<file path="src/rtl/equirect_geo_distance_top_macros.svh">
// assertion macros for the equirectangular distance block
`ifndef EQUIRECT_GEO_DISTANCE_TOP_MACROS_SVH
`define EQUIRECT_GEO_DISTANCE_TOP_MACROS_SVH

`ifndef SYNTHESIS
// condition that must hold on every cycle out of reset
`define EGD_ASSERT(lbl, expr) \
  lbl: assert property (@(posedge clk) disable iff (!rst_n) (expr)) \
    else $error("egd assertion failed");
// implication checked on every cycle out of reset
`define EGD_ASSERT_IMP(lbl, ante, cons) \
  lbl: assert property (@(posedge clk) disable iff (!rst_n) (ante) |-> (cons)) \
    else $error("egd assertion failed");
`else
`define EGD_ASSERT(lbl, expr)
`define EGD_ASSERT_IMP(lbl, ante, cons)
`endif

`endif

</file>
<file path="src/rtl/egd_pkg.sv">
// shared types and fixed-point constants for the distance pipeline
`default_nettype none

package egd_pkg;

  localparam logic [63:0] PI_Q60 = 64'h3243F6A8885A308D;
  localparam logic [63:0] PI_Q31 = PI_Q60 >> 29;

  // radians per half-microdegree, Q62
  localparam logic [35:0] ANG_Q62 = 36'(PI_Q60 / 64'd90000000);
  localparam logic [17:0] ANG_HI  = ANG_Q62[35:18];
  localparam logic [17:0] ANG_LO  = ANG_Q62[17:0];

  // decimetres per microdegree, Q31
  localparam logic [31:0] SCALE_Q31 = 32'((PI_Q31 * 64'd339786 +
      (PI_Q31 * 64'd707808) / 64'd1000000) / 64'd1000000);

  localparam logic [31:0] ONE_Q31   = 32'h8000_0000;
  localparam logic [30:0] ONE_Q30   = 31'h4000_0000;
  localparam logic [28:0] DIST_MAX  = 29'h1FFF_FFFF;

  localparam logic [28:0] FULL_TURN = 29'd360000000;
  localparam logic [28:0] HALF_TURN = 29'd180000000;
  localparam logic [28:0] QTR_TURN  = 29'd90000000;

  localparam int unsigned HORNER_STEPS = 5;
  localparam int unsigned SQRT_STEPS   = 32;

  // reciprocal constants: floor(p / d) == (p * m) >> k for p < 2^31
  localparam logic [32:0] COS_M [HORNER_STEPS] = '{
    33'(((64'd1 << 38) + 64'd89) / 64'd90),
    33'(((64'd1 << 37) + 64'd55) / 64'd56),
    33'(((64'd1 << 36) + 64'd29) / 64'd30),
    33'(((64'd1 << 35) + 64'd11) / 64'd12),
    33'(((64'd1 << 32) + 64'd1) / 64'd2)
  };
  localparam int unsigned COS_K [HORNER_STEPS] = '{38, 37, 36, 35, 32};

  localparam logic [32:0] SIN_M [HORNER_STEPS] = '{
    33'(((64'd1 << 38) + 64'd109) / 64'd110),
    33'(((64'd1 << 38) + 64'd71) / 64'd72),
    33'(((64'd1 << 37) + 64'd41) / 64'd42),
    33'(((64'd1 << 36) + 64'd19) / 64'd20),
    33'(((64'd1 << 34) + 64'd5) / 64'd6)
  };
  localparam int unsigned SIN_K [HORNER_STEPS] = '{38, 38, 37, 36, 34};

  // data that rides along the series cells
  typedef struct packed {
    logic        use_sin;
    logic [30:0] r;
    logic [30:0] x2;
    logic [28:0] dlon;
    logic [27:0] dlat;
  } egd_cos_t;

  // partial remainder and root of the square root chain
  typedef struct packed {
    logic [63:0] rem;
    logic [63:0] res;
  } egd_sqrt_t;

endpackage

`default_nettype wire

</file>
<file path="src/rtl/egd_horner_cell.sv">
// one horner step of the cosine / sine series, two register stages
`default_nettype none

module egd_horner_cell #(
  parameter int unsigned STEP = 0
) (
  input  wire logic             clk,
  input  wire logic             rst_n,
  input  wire logic             in_vld,
  input  wire egd_pkg::egd_cos_t in_side,
  input  wire logic [31:0]      in_acc,
  output logic                  out_vld,
  output egd_pkg::egd_cos_t     out_side,
  output logic [31:0]           out_acc
);
  import egd_pkg::*;

  logic        vld_a_r;
  egd_cos_t    side_a_r;
  logic [30:0] p_a_r;
  logic [62:0] prod_a;
  logic [32:0] m_sel;
  logic [63:0] prod_b;
  logic [30:0] q_b;
  logic [31:0] acc_nxt;
  logic        vld_b_r;
  egd_cos_t    side_b_r;
  logic [31:0] acc_b_r;

  // x2 * acc, truncated to q31
  assign prod_a = 63'(in_side.x2) * 63'(in_acc);

  always_ff @(posedge clk) begin
    if (!rst_n) begin
      vld_a_r <= 1'b0;
      vld_b_r <= 1'b0;
    end else begin
      vld_a_r <= in_vld;
      vld_b_r <= vld_a_r;
    end
  end

  always_ff @(posedge clk) begin
    side_a_r <= in_side;
    p_a_r    <= prod_a[61:31];
    side_b_r <= side_a_r;
    acc_b_r  <= acc_nxt;
  end

  // divide by the series constant through its reciprocal
  always_comb begin
    m_sel   = side_a_r.use_sin ? SIN_M[STEP] : COS_M[STEP];
    prod_b  = 64'(p_a_r) * 64'(m_sel);
    q_b     = side_a_r.use_sin ? 31'(prod_b >> SIN_K[STEP]) : 31'(prod_b >> COS_K[STEP]);
    acc_nxt = ONE_Q31 - 32'(q_b);
  end

  assign out_vld  = vld_b_r;
  assign out_side = side_b_r;
  assign out_acc  = acc_b_r;

endmodule

`default_nettype wire

</file>
<file path="config.mk">
export PLATFORM = sky130hd
export DESIGN_NAME = egd_horner_cell
export DESIGN_NICKNAME = d
export VERILOG_FILES = /design/src/rtl/equirect_geo_distance_top_macros.svh /design/src/rtl/egd_pkg.sv /design/src/rtl/egd_horner_cell.sv
export SDC_FILE = /design/constraint.sdc
export NUM_CORES = 2
export LEC_CHECK = 0
export BUFFER_PORTS_ARGS = -buffer_cell sky130_fd_sc_hd__buf_2
export CORE_UTILIZATION = 60
export DETAILED_ROUTE_END_ITERATION = 10
export PLACE_DENSITY = 0.9
export SYNTH_ARGS = -nofsm -noshare
export SYNTH_HDL_FRONTEND = slang
export SYNTH_SLANG_ARGS = --single-unit
</file>
<file path="constraint.sdc">
create_clock -name clk -period 9.8 [get_ports clk]
set_input_delay 1.47 -clock clk [delete_from_list [all_inputs] [get_ports clk]]
set_output_delay 1.47 -clock clk [all_outputs]
set_load 0.1 [all_outputs]
</file>
==> results.sh <==
export IMPL_post_synth_edffs=0
export IMPL_critPathRequiredTime_ns=10.28
export IMPL_max_cap_viol_count=0
export IMPL_cts_buffers_inserted=31
export IMPL_path_max_fanout=27
export IMPL_worst_skew_pair_late_latency_ns=0.64
export IMPL_post_route_drc_count=24
export IMPL_startpoint_type_of_the_worst_setup_path="flop"
export IMPL_cts_hold_buf=0
export IMPL_maxClockFrequency_ghz=0.107
export IMPL_ctsLongestPathBuffers=3
export IMPL_place_congestion=1.03
export IMPL_numPortBuffers=307
export IMPL_synth_ff_latch_count=305
export IMPL_netlist_cell_type_count=83
export IMPL_top_level_ports=308
export IMPL_violations="design-rule violations"
export IMPL_worstHoldPathType="reg -> reg"
export IMPL_critical_path_endpoint_type="flop"
export IMPL_clock_tree_htree_level_count=1
export IMPL_grt_setup_unrepaired="no"
export IMPL_layout_worst_path_cycle_share_pct=95.1
export IMPL_setup_violations_final=0
export IMPL_yosys_most_used_dff="sky130_fd_sc_hd__dfxtp_1"
export IMPL_mostFrequentLayoutCells="1717 x sky130_fd_sc_hd__inv_1, 1408 x sky130_fd_sc_hd__fa_1, 923 x sky130_fd_sc_hd__nand2_1"
export IMPL_normalized_max_slew_margin_pct=19.6
export IMPL_final_design_area_no_fill_mm2=0.0634
export IMPL_routed_antenna_nets=0
export IMPL_report_final_slew_viol_count=0
export IMPL_fillers=7222
export IMPL_cts_root_buffer="sky130_fd_sc_hd__clkbuf_16"
export IMPL_layout_drive_gt1_share_pct=8.02
export IMPL_max_slew_worst_pin_slew_ns=1.20
export IMPL_die_width_um=316
export IMPL_cts_resized=0
export IMPL_routed_via_density=5.61
export IMPL_post_synth_cell_area_avg_um2=9.60
export IMPL_antenna_found_initial=8
export IMPL_first_iter_violations=3860
export IMPL_final_core_utilization_pct=65.4
export IMPL_area_of_the_multi_input_gates_mm2=0.0457
export IMPL_placed_area_mm2=0.0623
export IMPL_area_growth_synth_to_final_pct=7.55
export IMPL_grt_remaining_overflow=0
export IMPL_standard_cell_core_area_mm2=0.0970
export IMPL_post_synth_top_area_cell="sky130_fd_sc_hd__fa_1"
export IMPL_yosys_warnings=0
export IMPL_cts_repair_timing_setup_buffer_count=0
export IMPL_ys_async_rst_share_pct=0
export IMPL_floorplan_die_height_um=316
export IMPL_clkSlewWorstSetupHoldPaths_ns=0.07
export IMPL_first_pass_iteration_count_of_the_detailed_router=11
export IMPL_netlist_area_mm2=0.0590
export IMPL_cp_arrival_ns=9.80
export IMPL_setup_worst_path_class="reg -> reg"
export IMPL_dieArea_mm2=0.0996
export IMPL_ff_latch_area_mm2=0.00611
export IMPL_fin_worst_skew_ns=0.0513
export IMPL_final_nets=8620
export IMPL_netlist_area_leader_share_pct=47.8
export IMPL_dp_final_hpwl_um=145000
export IMPL_first_global_vias=48100
export IMPL_first_pass_grt_wire_length_um=261000
export IMPL_finalCriticalPeriod_ns=9.32
export IMPL_fin_setup_tns_ns=0
export IMPL_rows=114
export IMPL_track_usage_pct=34.6
export IMPL_vias=43300
export IMPL_mostFrequentLayoutCell="sky130_fd_sc_hd__inv_1"
export IMPL_clock_tree_from_tritoncts="yes"
export IMPL_netlist_instances=6142
export IMPL_synth_sequential_area_ratio_pct=10.4
export IMPL_grt_start_max_net_pins=34
export IMPL_run_status="finished with violations"
export IMPL_wl_per_cell_um=21.8
export IMPL_synthTopCellsByArea="sky130_fd_sc_hd__fa_1 48%, sky130_fd_sc_hd__ha_1 14%, sky130_fd_sc_hd__inv_1 11%, sky130_fd_sc_hd__dfxtp_1 10%, sky130_fd_sc_hd__nand2_1 5.9%"
export IMPL_start_util_pct=60.8
export IMPL_cts_sinks=305
export IMPL_finalHoldViolations=0
export IMPL_routed_wirelength_um=168000
## cell usage after synthesis (11+ instances only)
cell type,instances
sky130_fd_sc_hd__ha_1,643
sky130_fd_sc_hd__xnor2_1,72
sky130_fd_sc_hd__xor2_1,21
sky130_fd_sc_hd__clkbuf_1,223
sky130_fd_sc_hd__inv_1,1717
sky130_fd_sc_hd__fa_1,1408
sky130_fd_sc_hd__dfxtp_1,305
sky130_fd_sc_hd__nand3_1,37
sky130_fd_sc_hd__o211ai_1,11
sky130_fd_sc_hd__o21ai_0,61
sky130_fd_sc_hd__nor2b_1,22
sky130_fd_sc_hd__a21oi_1,96
sky130_fd_sc_hd__a211oi_1,12
sky130_fd_sc_hd__nor2_1,92
sky130_fd_sc_hd__nand2b_1,27
sky130_fd_sc_hd__nand4_1,22
sky130_fd_sc_hd__a21o_1,34
sky130_fd_sc_hd__and2_1,223
sky130_fd_sc_hd__and3_1,12
sky130_fd_sc_hd__nor3_1,25
sky130_fd_sc_hd__nand2_1,923
## final timing paths
kind | end | slack (ns) | cells after the start | startpoint
max reg2reg | out_acc[29] | 0.48 | 27 | side_a_r[119]
max | out_acc[29] | 0.48 | 27 | side_a_r[119]
min reg2reg | out_side[29] | 0.32 | 0 | side_a_r[29]
min | out_side[29] | 0.32 | 0 | side_a_r[29]
## flip-flops by register name, indices dropped and copies added, names as in the netlist
register,cells
vld_a_r,1
out_acc,32
out_side,120
out_vld,1
p_a_r,31
side_a_r,120
## per-layer routing
layer	share of wire [%]	wire, µm	up-vias	global-route usage (%)
li1	-	-	18300	-
met1	35	58700	21500	41.7
met2	48	80200	2660	57.4
met3	11	18500	698	8.79
met4	6.3	10600	10	17.9
met5	0.035	59	-	0
## worst max-delay path, cell delays in order, from the launching register on
cell	delay (ns)
sky130_fd_sc_hd__dfxtp_4	0.48
sky130_fd_sc_hd__buf_4	0.30
sky130_fd_sc_hd__nor2_1	0.60
sky130_fd_sc_hd__xnor2_1	0.28
sky130_fd_sc_hd__and2_1	0.28
sky130_fd_sc_hd__ha_1	0.17
sky130_fd_sc_hd__nor2_1	0.05
sky130_fd_sc_hd__fa_1	0.47
sky130_fd_sc_hd__inv_1	0.04
sky130_fd_sc_hd__ha_1	0.29
sky130_fd_sc_hd__fa_1	0.60
sky130_fd_sc_hd__fa_1	0.46
sky130_fd_sc_hd__fa_1	0.46
sky130_fd_sc_hd__fa_1	0.56
sky130_fd_sc_hd__inv_1	0.07
sky130_fd_sc_hd__fa_1	0.47
sky130_fd_sc_hd__inv_1	0.04
sky130_fd_sc_hd__ha_1	0.32
sky130_fd_sc_hd__a21oi_1	0.23
sky130_fd_sc_hd__o21ai_0	0.15
sky130_fd_sc_hd__a211oi_1	0.25
sky130_fd_sc_hd__a21oi_1	0.18
sky130_fd_sc_hd__nor3_2	0.54
sky130_fd_sc_hd__xnor2_1	0.23
sky130_fd_sc_hd__a2111oi_2	0.45
sky130_fd_sc_hd__and4_1	0.46
sky130_fd_sc_hd__nand3_4	0.15
sky130_fd_sc_hd__or4_1	0.55
## kinds of logic (layout without fill, tap and decap cells)
group                      after synthesis  after routing  share of synthesized area (%)
DFF                                    305            305                           10.4
and+or+nand+nor                       1440           1440                           11.0
AOI/OAI and AO/OA                      303            303                           3.35
adders and majority gates             2051           2051                           61.4
other                                    2             45                         0.0127
muxes                                    3              3                         0.0552
buffers and inverters                 1945           2199                           12.4
xor gates and xnor gates                93             93                           1.38
## cell type report
| class | count | area share [%] |
|---|---|---|
| Timing Repair Buffer | 428 | 3.89 |
| Clock buffer | 37 | 1.31 |
| Sequential cell | 305 | 9.63 |
| Inverter | 1717 | 10.2 |
| Tap cell | 1276 | 2.52 |
| Clock inverter | 17 | 0.422 |
| Multi-Input combinational cell | 3931 | 72.1 |
| Antenna cell | 4 | 0.0158 |
## per-stage QoR
stage / setup slack [ns] / std cells / hold slack, ns
after floorplan: 0.919 / 6181 / 0.310
after global placement: 0.454 / 7657 / 0.310
after detailed placement: 0.169 / 7657 / 0.312
after CTS: 0.405 / 7711 / 0.321
after global routing: 0.109 / 7713 / 0.325
final: 0.480 / 7715 / 0.318
Power is not shown: default switching activity piles up to over one toggle a cycle in this logic, so the estimate is an artifact.
