`config.mk`:
```
export PLATFORM = sky130hd
export DESIGN_NAME = egd_sqrt_cell
export DESIGN_NICKNAME = d
export VERILOG_FILES = /design/src/rtl/equirect_geo_distance_top_macros.svh /design/src/rtl/egd_pkg.sv /design/src/rtl/egd_sqrt_cell.sv
export SDC_FILE = /design/constraint.sdc
export NUM_CORES = 1
export LEC_CHECK = 0
export ABC_AREA = 0
export BUFFER_PORTS_ARGS = -buffer_cell sky130_fd_sc_hd__buf_2
export CAP_MARGIN = 20
export CORE_UTILIZATION = 38
export CTS_CLUSTER_SIZE = 40
export DETAILED_ROUTE_END_ITERATION = 8
export HOLD_SLACK_MARGIN = 0.1
export PLACE_DENSITY_LB_ADDON = 0.08
export SYNTH_ARGS = -nofsm -noshare
export SYNTH_HDL_FRONTEND = slang
export SYNTH_SLANG_ARGS = --single-unit
```
`constraint.sdc`:
```
create_clock -name clk -period 2.5 [get_ports clk]
set_clock_uncertainty 0.1 [all_clocks]
set_input_delay 0.125 -clock clk [delete_from_list [all_inputs] [get_ports clk]]
set_output_delay 0.125 -clock clk [all_outputs]
set_load 0.01 [all_outputs]
```
`src/rtl/equirect_geo_distance_top_macros.svh`:
```
// assertion macros for the equirectangular distance block
`ifndef EQUIRECT_GEO_DISTANCE_TOP_MACROS_SVH
`define EQUIRECT_GEO_DISTANCE_TOP_MACROS_SVH

`ifndef SYNTHESIS
// condition that must hold on every cycle out of reset
`define EGD_ASSERT(lbl, expr) \
  lbl: assert property (@(posedge clk) disable iff (!rst_n) (expr)) \
    else $error("egd assertion failed");
// implication checked on every cycle out of reset
`define EGD_ASSERT_IMP(lbl, ante, cons) \
  lbl: assert property (@(posedge clk) disable iff (!rst_n) (ante) |-> (cons)) \
    else $error("egd assertion failed");
`else
`define EGD_ASSERT(lbl, expr)
`define EGD_ASSERT_IMP(lbl, ante, cons)
`endif

`endif

```
`src/rtl/egd_pkg.sv`:
```
// shared types and fixed-point constants for the distance pipeline
`default_nettype none

package egd_pkg;

  localparam logic [63:0] PI_Q60 = 64'h3243F6A8885A308D;
  localparam logic [63:0] PI_Q31 = PI_Q60 >> 29;

  // radians per half-microdegree, Q62
  localparam logic [35:0] ANG_Q62 = 36'(PI_Q60 / 64'd90000000);
  localparam logic [17:0] ANG_HI  = ANG_Q62[35:18];
  localparam logic [17:0] ANG_LO  = ANG_Q62[17:0];

  // decimetres per microdegree, Q31
  localparam logic [31:0] SCALE_Q31 = 32'((PI_Q31 * 64'd339786 +
      (PI_Q31 * 64'd707808) / 64'd1000000) / 64'd1000000);

  localparam logic [31:0] ONE_Q31   = 32'h8000_0000;
  localparam logic [30:0] ONE_Q30   = 31'h4000_0000;
  localparam logic [28:0] DIST_MAX  = 29'h1FFF_FFFF;

  localparam logic [28:0] FULL_TURN = 29'd360000000;
  localparam logic [28:0] HALF_TURN = 29'd180000000;
  localparam logic [28:0] QTR_TURN  = 29'd90000000;

  localparam int unsigned HORNER_STEPS = 5;
  localparam int unsigned SQRT_STEPS   = 32;

  // reciprocal constants: floor(p / d) == (p * m) >> k for p < 2^31
  localparam logic [32:0] COS_M [HORNER_STEPS] = '{
    33'(((64'd1 << 38) + 64'd89) / 64'd90),
    33'(((64'd1 << 37) + 64'd55) / 64'd56),
    33'(((64'd1 << 36) + 64'd29) / 64'd30),
    33'(((64'd1 << 35) + 64'd11) / 64'd12),
    33'(((64'd1 << 32) + 64'd1) / 64'd2)
  };
  localparam int unsigned COS_K [HORNER_STEPS] = '{38, 37, 36, 35, 32};

  localparam logic [32:0] SIN_M [HORNER_STEPS] = '{
    33'(((64'd1 << 38) + 64'd109) / 64'd110),
    33'(((64'd1 << 38) + 64'd71) / 64'd72),
    33'(((64'd1 << 37) + 64'd41) / 64'd42),
    33'(((64'd1 << 36) + 64'd19) / 64'd20),
    33'(((64'd1 << 34) + 64'd5) / 64'd6)
  };
  localparam int unsigned SIN_K [HORNER_STEPS] = '{38, 38, 37, 36, 34};

  // data that rides along the series cells
  typedef struct packed {
    logic        use_sin;
    logic [30:0] r;
    logic [30:0] x2;
    logic [28:0] dlon;
    logic [27:0] dlat;
  } egd_cos_t;

  // partial remainder and root of the square root chain
  typedef struct packed {
    logic [63:0] rem;
    logic [63:0] res;
  } egd_sqrt_t;

endpackage

`default_nettype wire

```
`src/rtl/egd_sqrt_cell.sv`:
```
// one result bit of the restoring integer square root
`default_nettype none

module egd_sqrt_cell #(
  parameter int unsigned STEP = 0
) (
  input  wire logic              clk,
  input  wire logic              rst_n,
  input  wire logic              in_vld,
  input  wire egd_pkg::egd_sqrt_t in_sq,
  output logic                   out_vld,
  output egd_pkg::egd_sqrt_t     out_sq
);
  import egd_pkg::*;

  localparam logic [63:0] BIT = 64'd1 << (62 - 2 * STEP);

  logic [63:0] trial;
  logic        take;
  egd_sqrt_t   sq_nxt;
  logic        vld_r;
  egd_sqrt_t   sq_r;

  always_comb begin
    trial      = in_sq.res + BIT;
    take       = in_sq.rem >= trial;
    sq_nxt.rem = take ? in_sq.rem - trial : in_sq.rem;
    sq_nxt.res = take ? (in_sq.res >> 1) + BIT : in_sq.res >> 1;
  end

  always_ff @(posedge clk) begin
    if (!rst_n) begin
      vld_r <= 1'b0;
    end else begin
      vld_r <= in_vld;
    end
  end

  always_ff @(posedge clk) begin
    sq_r <= sq_nxt;
  end

  assign out_vld = vld_r;
  assign out_sq  = sq_r;

endmodule

`default_nettype wire

```
==> impl_metrics.csv, run 1 <==
group,metric,value,unit
place,place_hpwl,18.6,mm
yosys,async_flop_share,0,%
yosys,synth_top_area_cell,"dfxtp_1",
sta,worst_pin_slew,450,ps
detailed_routing,drt_iter0_drc,324,
pwr,p_per_area,611,nW/µm²
hold_path,hold_depth,3,
sta,fin_crit_sh,99.2,%
yosys,syn_inst,932,
sta,rsz0062_at_grt,"yes",
yosys,netlist_area,7410,µm²
floorplan,core_area,18900,µm²
worst_setup_path,required,2760,ps
clocking,htreeDepth,4,
cells_and_area,layout-drive-gt1-share,39.1,%
worst_setup_path,slowest_stage,"a21oi_1",
sta,hold_viol_final,1,
floorplan,die-area,20100,µm²
yosys,synth_edf_count,0,
yosys,yosysSeqAreaShare,34.9,%
yosys,syn_nets,1128,
grt,grt_pass1_wl,39.7,mm
yosys,ys.flop_type,"dfxtp_1",
pwr,p_int,0.00546,W
worst_setup_path,crit_path_max_incr_delay,330,ps
place,port_buffers,259,
grt,grt_pass1_vias,8530,
clocking,ctsRootBufferMaster,"clkbuf_16",
clocking,clock-sinks,129,
pwr,p_sw,0.00251,W
detailed_routing,wl_per_cell,14.7,µm
floorplan,initial_core_util,39.2,%
status,violations,"negative hold slack",
place,place_congestion,0.884,
worst_setup_path,cp.arrival,2740,ps
pwr,vdd_drop_max,471,µV
yosys,ys_types,57,
yosys,synthTopCellsByCount,"dfxtp_1, nand2_1, o21ai_0",
pwr,leakage,6.39,nW
sta,tns,0,ps
worst_setup_path,startpoint_type,"input pin",
detailed_routing,drc,0,
floorplan,ios,260,
pwr,switching_share,31.5,%
grt,grt_overflow,0,
yosys,synth-seq-cells,129,
worst_setup_path,worstSetupEndpointType,"flop",
pwr,p_comb_share,35.5,%
worst_setup_path,path_cells,"buf_2 > inv_1 > ha_1 > a21oi_1 > o21ai_0 > a21oi_1 > o221a_2 > o211ai_2 > o2111ai_2 > a21oi_2 > nor3b_4 > buf_8 > clkbuf_16 > nand2_1 > o21ai_0",
sta,holdWs,-143,ps
detailed_routing,via_per_inst,4.85,
detailed_routing,wl,26.3,mm
yosys,avgSynthCellArea,7.95,µm²
grt,grt_max_degree,48,
pwr,clkPwrFrac,34.5,%
pwr,seqPwrFrac,30.0,%
detailed_routing,vias,8659,
yosys,yosys-top-cells-area,"dfxtp_1, ha_1, o21ai_0",
yosys,yosysTopAreaCellShare,34.9,%
clocking,clockBufferDepth,2,
detailed_routing,drt_pass1_iterations,5,
sta,slew_violations,0,
grt,antenna_found_initial,1,
detailed_routing,ant_nets,0,
sta,fmaxAchievable,403,MHz
floorplan,core.rowCount,50,
sta,setup_viol,0,
yosys,yosysMostFrequentCell,"dfxtp_1",
cells_and_area,finish.net_count,1708,
clocking,cts-buffers-inserted,17,
floorplan,dieWidth,142,µm
hold_path,hold_path_class,"input pin to flop",
sta,min_period,2480,ps
worst_setup_path,crit_fanout,11,
yosys,ys.warnings.count,0,
pwr,power,0.00796,W
status,status,"finished, violations left",
flow_run,cap_violations,0,
cells_and_area,nFillCells,1617,
clocking,cts_tree,"done",
worst_setup_path,path_class,"input pin to flop",
clocking,path_clk_slew,60,ps
cells_and_area,area_growth,76.1,%
floorplan,die_y,142,µm
grt,gr-usage-all-layers,24.8,%
sta,slew_headroom,69.9,%
==> layout make-up <==
type / instances / area, µm² / share of cell area (%)
multi-input combinational: 678 / 4810 / 36.9
timing repair buffer: 605 / 4380 / 33.6
sequential: 129 / 2580 / 19.8
clock buffer: 18 / 439 / 3.37
tap: 260 / 325 / 2.49
inverter: 81 / 307 / 2.35
clock inverter: 14 / 199 / 1.53
antenna: 1 / 2.50 / 0.0192
==> per-layer routing <==
layer / vias to the layer above / wire (µm) / global-route usage [%]
li1: 4410 / - / -
met1: 3966 / 11400 / 29.3
met2: 238 / 12900 / 44.8
met3: 45 / 1410 / 4.69
met4: 0 / 594 / 8.04
met5: - / 0 / 0
==> layout by cell type (no fill, tap or decap), types with 37 or more instances in the layout <==
cell type,instances
xnor2_1,37
inv_1,78
dfxtp_1,129
dlygate4sd3_1,129
a21oi_1,68
buf_4,204
nand2_1,121
o21ai_0,90
buf_2,256
ha_1,51
==> metrics by stage <==
stage	util (%)	cells	instance area (µm²)	worst slack [ps]
6_report	69.0	1786	13000	20.8
5_1_grt	69.0	1786	13000	-57.6
4_1_cts	65.6	1771	12400	-21.6
3_5_place_dp	55.0	1609	10400	-595
3_3_place_gp	55.0	1609	10400	-582
2_1_floorplan	-	932	7450	-51.7
==> cell families (layout without fill, tap and decap cells) <==
logic type	Yosys count	count (layout)	share of synthesized area, %
fa+ha+maj	65	65	11.1
flops	129	129	34.9
compound gates	298	298	24.1
simple gates	250	250	15.4
mux	1	1	0.135
other cells	0	1	0
buf+inv	125	718	6.79
xor+xnor	64	64	7.57
==> power groups by stage <==
stage	Clock (W)	Combinational (W)	Sequential (W)
finish	0.00275	0.00283	0.00239
global route	0.00287	0.00308	0.00241
CTS	0.00279	0.00255	0.00238
detailed placement	0	0.00235	0.00243
global placement	0	0.00234	0.00243
floorplan	0	0.00110	0.00259
==> sequential cells by signal, summed over array words and instances, names as in the netlist <==
register / flops
out_sq: 128
out_vld: 1
==> critical path: cells and delay by family <==
family          cells  cell delay, ps
buf+inv             4             520
fa+ha+maj           1             300
compound gates      8            1460
simple gates        2             320
==> worst paths after layout <==
check                     start          to  slack [ps]
worst max-delay path  in_sq[21]  out_sq[88]          20
worst min-delay path  in_sq[64]  out_sq[64]        -140
==> repair_timing <==
item / 4_1_cts / 5_1_grt
endpoints found under the hold margin: 129 / 3
setup buffers: 3 / 8
setup endpoints to repair: 29 / 65
gates cloned: 0 / 5
gates resized for setup: 16 / 105
pin swaps: 5 / 41
hold buffers: 127 / 2
(Power assumes the default switching activity.)
==> inputs of run 2 (changes only) <==
--- a/config.mk
+++ b/config.mk
@@ -12,7 +12,9 @@
 export CTS_CLUSTER_SIZE = 40
 export DETAILED_ROUTE_END_ITERATION = 8
 export HOLD_SLACK_MARGIN = 0.1
+export MAX_ROUTING_LAYER = met4
 export PLACE_DENSITY_LB_ADDON = 0.08
+export REMOVE_ABC_BUFFERS = 1
 export SYNTH_ARGS = -nofsm -noshare
 export SYNTH_HDL_FRONTEND = slang
 export SYNTH_SLANG_ARGS = --single-unit
==> impl_metrics.csv, run 2 (synthesis results as in run 1) <==
group,metric,value,unit
status,status,"finished, violations left",
status,violations,"negative hold slack, negative setup slack",
clocking,cts-buffers-inserted,17,
pwr,p_comb_share,36.2,%
cells_and_area,final_area,13000,µm²
sta,min_period,2540,ps
hold_path,hold_depth,3,
clocking,clockBufferDepth,2,
detailed_routing,drt_iter0_drc,385,
worst_setup_path,worstSetupEndpointType,"flop",
pwr,seqPwrFrac,30.0,%
grt,antenna_found_initial,1,
sta,worst_pin_slew,509,ps
sta,setup_ws,-40.6,ps
clocking,cts_tree,"done",
sta,holdWs,-136,ps
pwr,p_int,0.00545,W
cells_and_area,layout-drive-gt1-share,39.3,%
detailed_routing,wl,27.0,mm
floorplan,core.rowCount,50,
pwr,power,0.00798,W
cells_and_area,utilization,68.6,%
clocking,ctsRootBufferMaster,"clkbuf_16",
pwr,clkPwrFrac,33.8,%
sta,slew_violations,0,
grt,gr-usage-all-layers,26.0,%
detailed_routing,via_per_inst,4.87,
detailed_routing,drc,0,
hold_path,hold_start,"in_sq[64]",
worst_setup_path,cp.arrival,2790,ps
floorplan,dieWidth,142,µm
sta,fin_crit_sh,102,%
grt,grt_overflow,0,
flow_run,cap_violations,0,
place,place_hpwl,18.5,mm
grt,grt_max_degree,62,
worst_setup_path,required,2750,ps
floorplan,die-area,20100,µm²
detailed_routing,ant_nets,0,
sta,setup_viol,5,
sta,fmaxAchievable,394,MHz
sta,rsz0062_at_grt,"yes",
pwr,leakage,6.34,nW
clocking,htreeDepth,4,
cells_and_area,largest_reg_flops,128,
sta,hold_viol_final,1,
floorplan,core_area,18900,µm²
detailed_routing,vias,8619,
grt,grt_pass1_vias,8375,
floorplan,die_y,142,µm
worst_setup_path,crit_fanout,8,
detailed_routing,drt_pass1_iterations,5,
floorplan,ios,260,
floorplan,initial_core_util,39.2,%
clocking,clock-sinks,129,
place,port_buffers,259,
cells_and_area,nFillCells,1628,
place,place_congestion,0.918,
worst_setup_path,startpoint_type,"input pin",
detailed_routing,wl_per_cell,15.2,µm
grt,grt_pass1_wl,40.1,mm
place,placed_area,10200,µm²
cells_and_area,mostFrequentLayoutCell,"buf_2",
clocking,cts.hold.buffers_added,129,
cells_and_area,finish.net_count,1692,
pwr,p_sw,0.00253,W
pwr,p_per_area,615,nW/µm²
cells_and_area,final_cell_mix,"buf_2, buf_4, dlygate4sd3_1, dfxtp_1, nand2_1",
cells_and_area,area_growth,75.1,%
pwr,switching_share,31.7,%
sta,slew_headroom,65.7,%
clocking,path_clk_slew,60,ps
pwr,vdd_drop_max,497,µV
hold_path,hold_path_class,"input pin to flop",
hold_path,hold_end,"out_sq[64]",
worst_setup_path,path_class,"input pin to flop",
## run 2: through the flow
stage               std cells  TNS (ps)  setup WS (ps)
global route             1770     -2060           -118
floorplan                 888   -198870          -3040
CTS                      1753     -35.4          -26.9
detailed placement       1588    -37020           -683
global placement         1588    -34240           -617
finish                   1770      -123          -40.6
## run 2: critical path, cell delays in order
cell	delay, ps
buf_6	80
inv_4	30
ha_4	150
fa_2	410
nor2b_4	170
o221ai_4	140
buf_6	140
nand4_1	80
nand2_1	80
o211ai_2	280
o2111ai_2	160
a21oi_2	220
nor3b_4	70
buf_6	130
buf_12	140
clkbuf_16	170
o21ai_0	180
## run 2: repair_timing
item                                    in CTS  in global routing
cloned                                       1                  8
endpoints found under the setup margin      66                 66
gates resized for setup                     13                154
buffers inserted                             3                  9
pin swaps                                    7                 45
endpoints found under the hold margin      129                  1
## run 2: area by class of cell
| cell class | count | area (µm²) | share of cell area, % |
|---|---|---|---|
| multi-input combinational | 678 | 4840 | 37.3 |
| tap | 260 | 325 | 2.51 |
| timing repair buffer | 589 | 4280 | 33.0 |
| clock inverter | 12 | 183 | 1.41 |
| inverter | 81 | 307 | 2.36 |
| sequential | 129 | 2580 | 19.9 |
| antenna | 1 | 2.50 | 0.0193 |
| clock buffer | 20 | 447 | 3.44 |
## run 2: how the worst max path moves through the flow
stage | start | to | slack, ps | depth (start not counted)
2_1_floorplan | in_sq[5] | out_sq[100] | -3040 | 11
5_1_grt | in_sq[65] | out_sq[101] | -120 | 18
6_report | in_sq[64] | out_sq[85] | -40 | 17
3_3_place_gp | in_sq[0] | out_sq[118] | -620 | 13
3_5_place_dp | in_sq[64] | out_sq[118] | -680 | 14
4_1_cts | in_sq[64] | out_sq[118] | -30 | 14
## run 2: per-layer routing
layer	up-vias	track usage, %	routed length [µm]
met2	271	43.1	13000
li1	4379	-	-
met3	33	5.20	1480
met1	3936	32.2	12000
met5	-	-	0
met4	0	6.68	446
## run 2: power groups by stage
stage | registers, W | clock network [W] | logic, W
after floorplan | 0.00259 | 0 | 0.00107
after global placement | 0.00243 | 0 | 0.00231
after detailed placement | 0.00243 | 0 | 0.00231
after CTS | 0.00239 | 0.00273 | 0.00253
after global routing | 0.00242 | 0.00282 | 0.00314
final | 0.00239 | 0.00270 | 0.00289
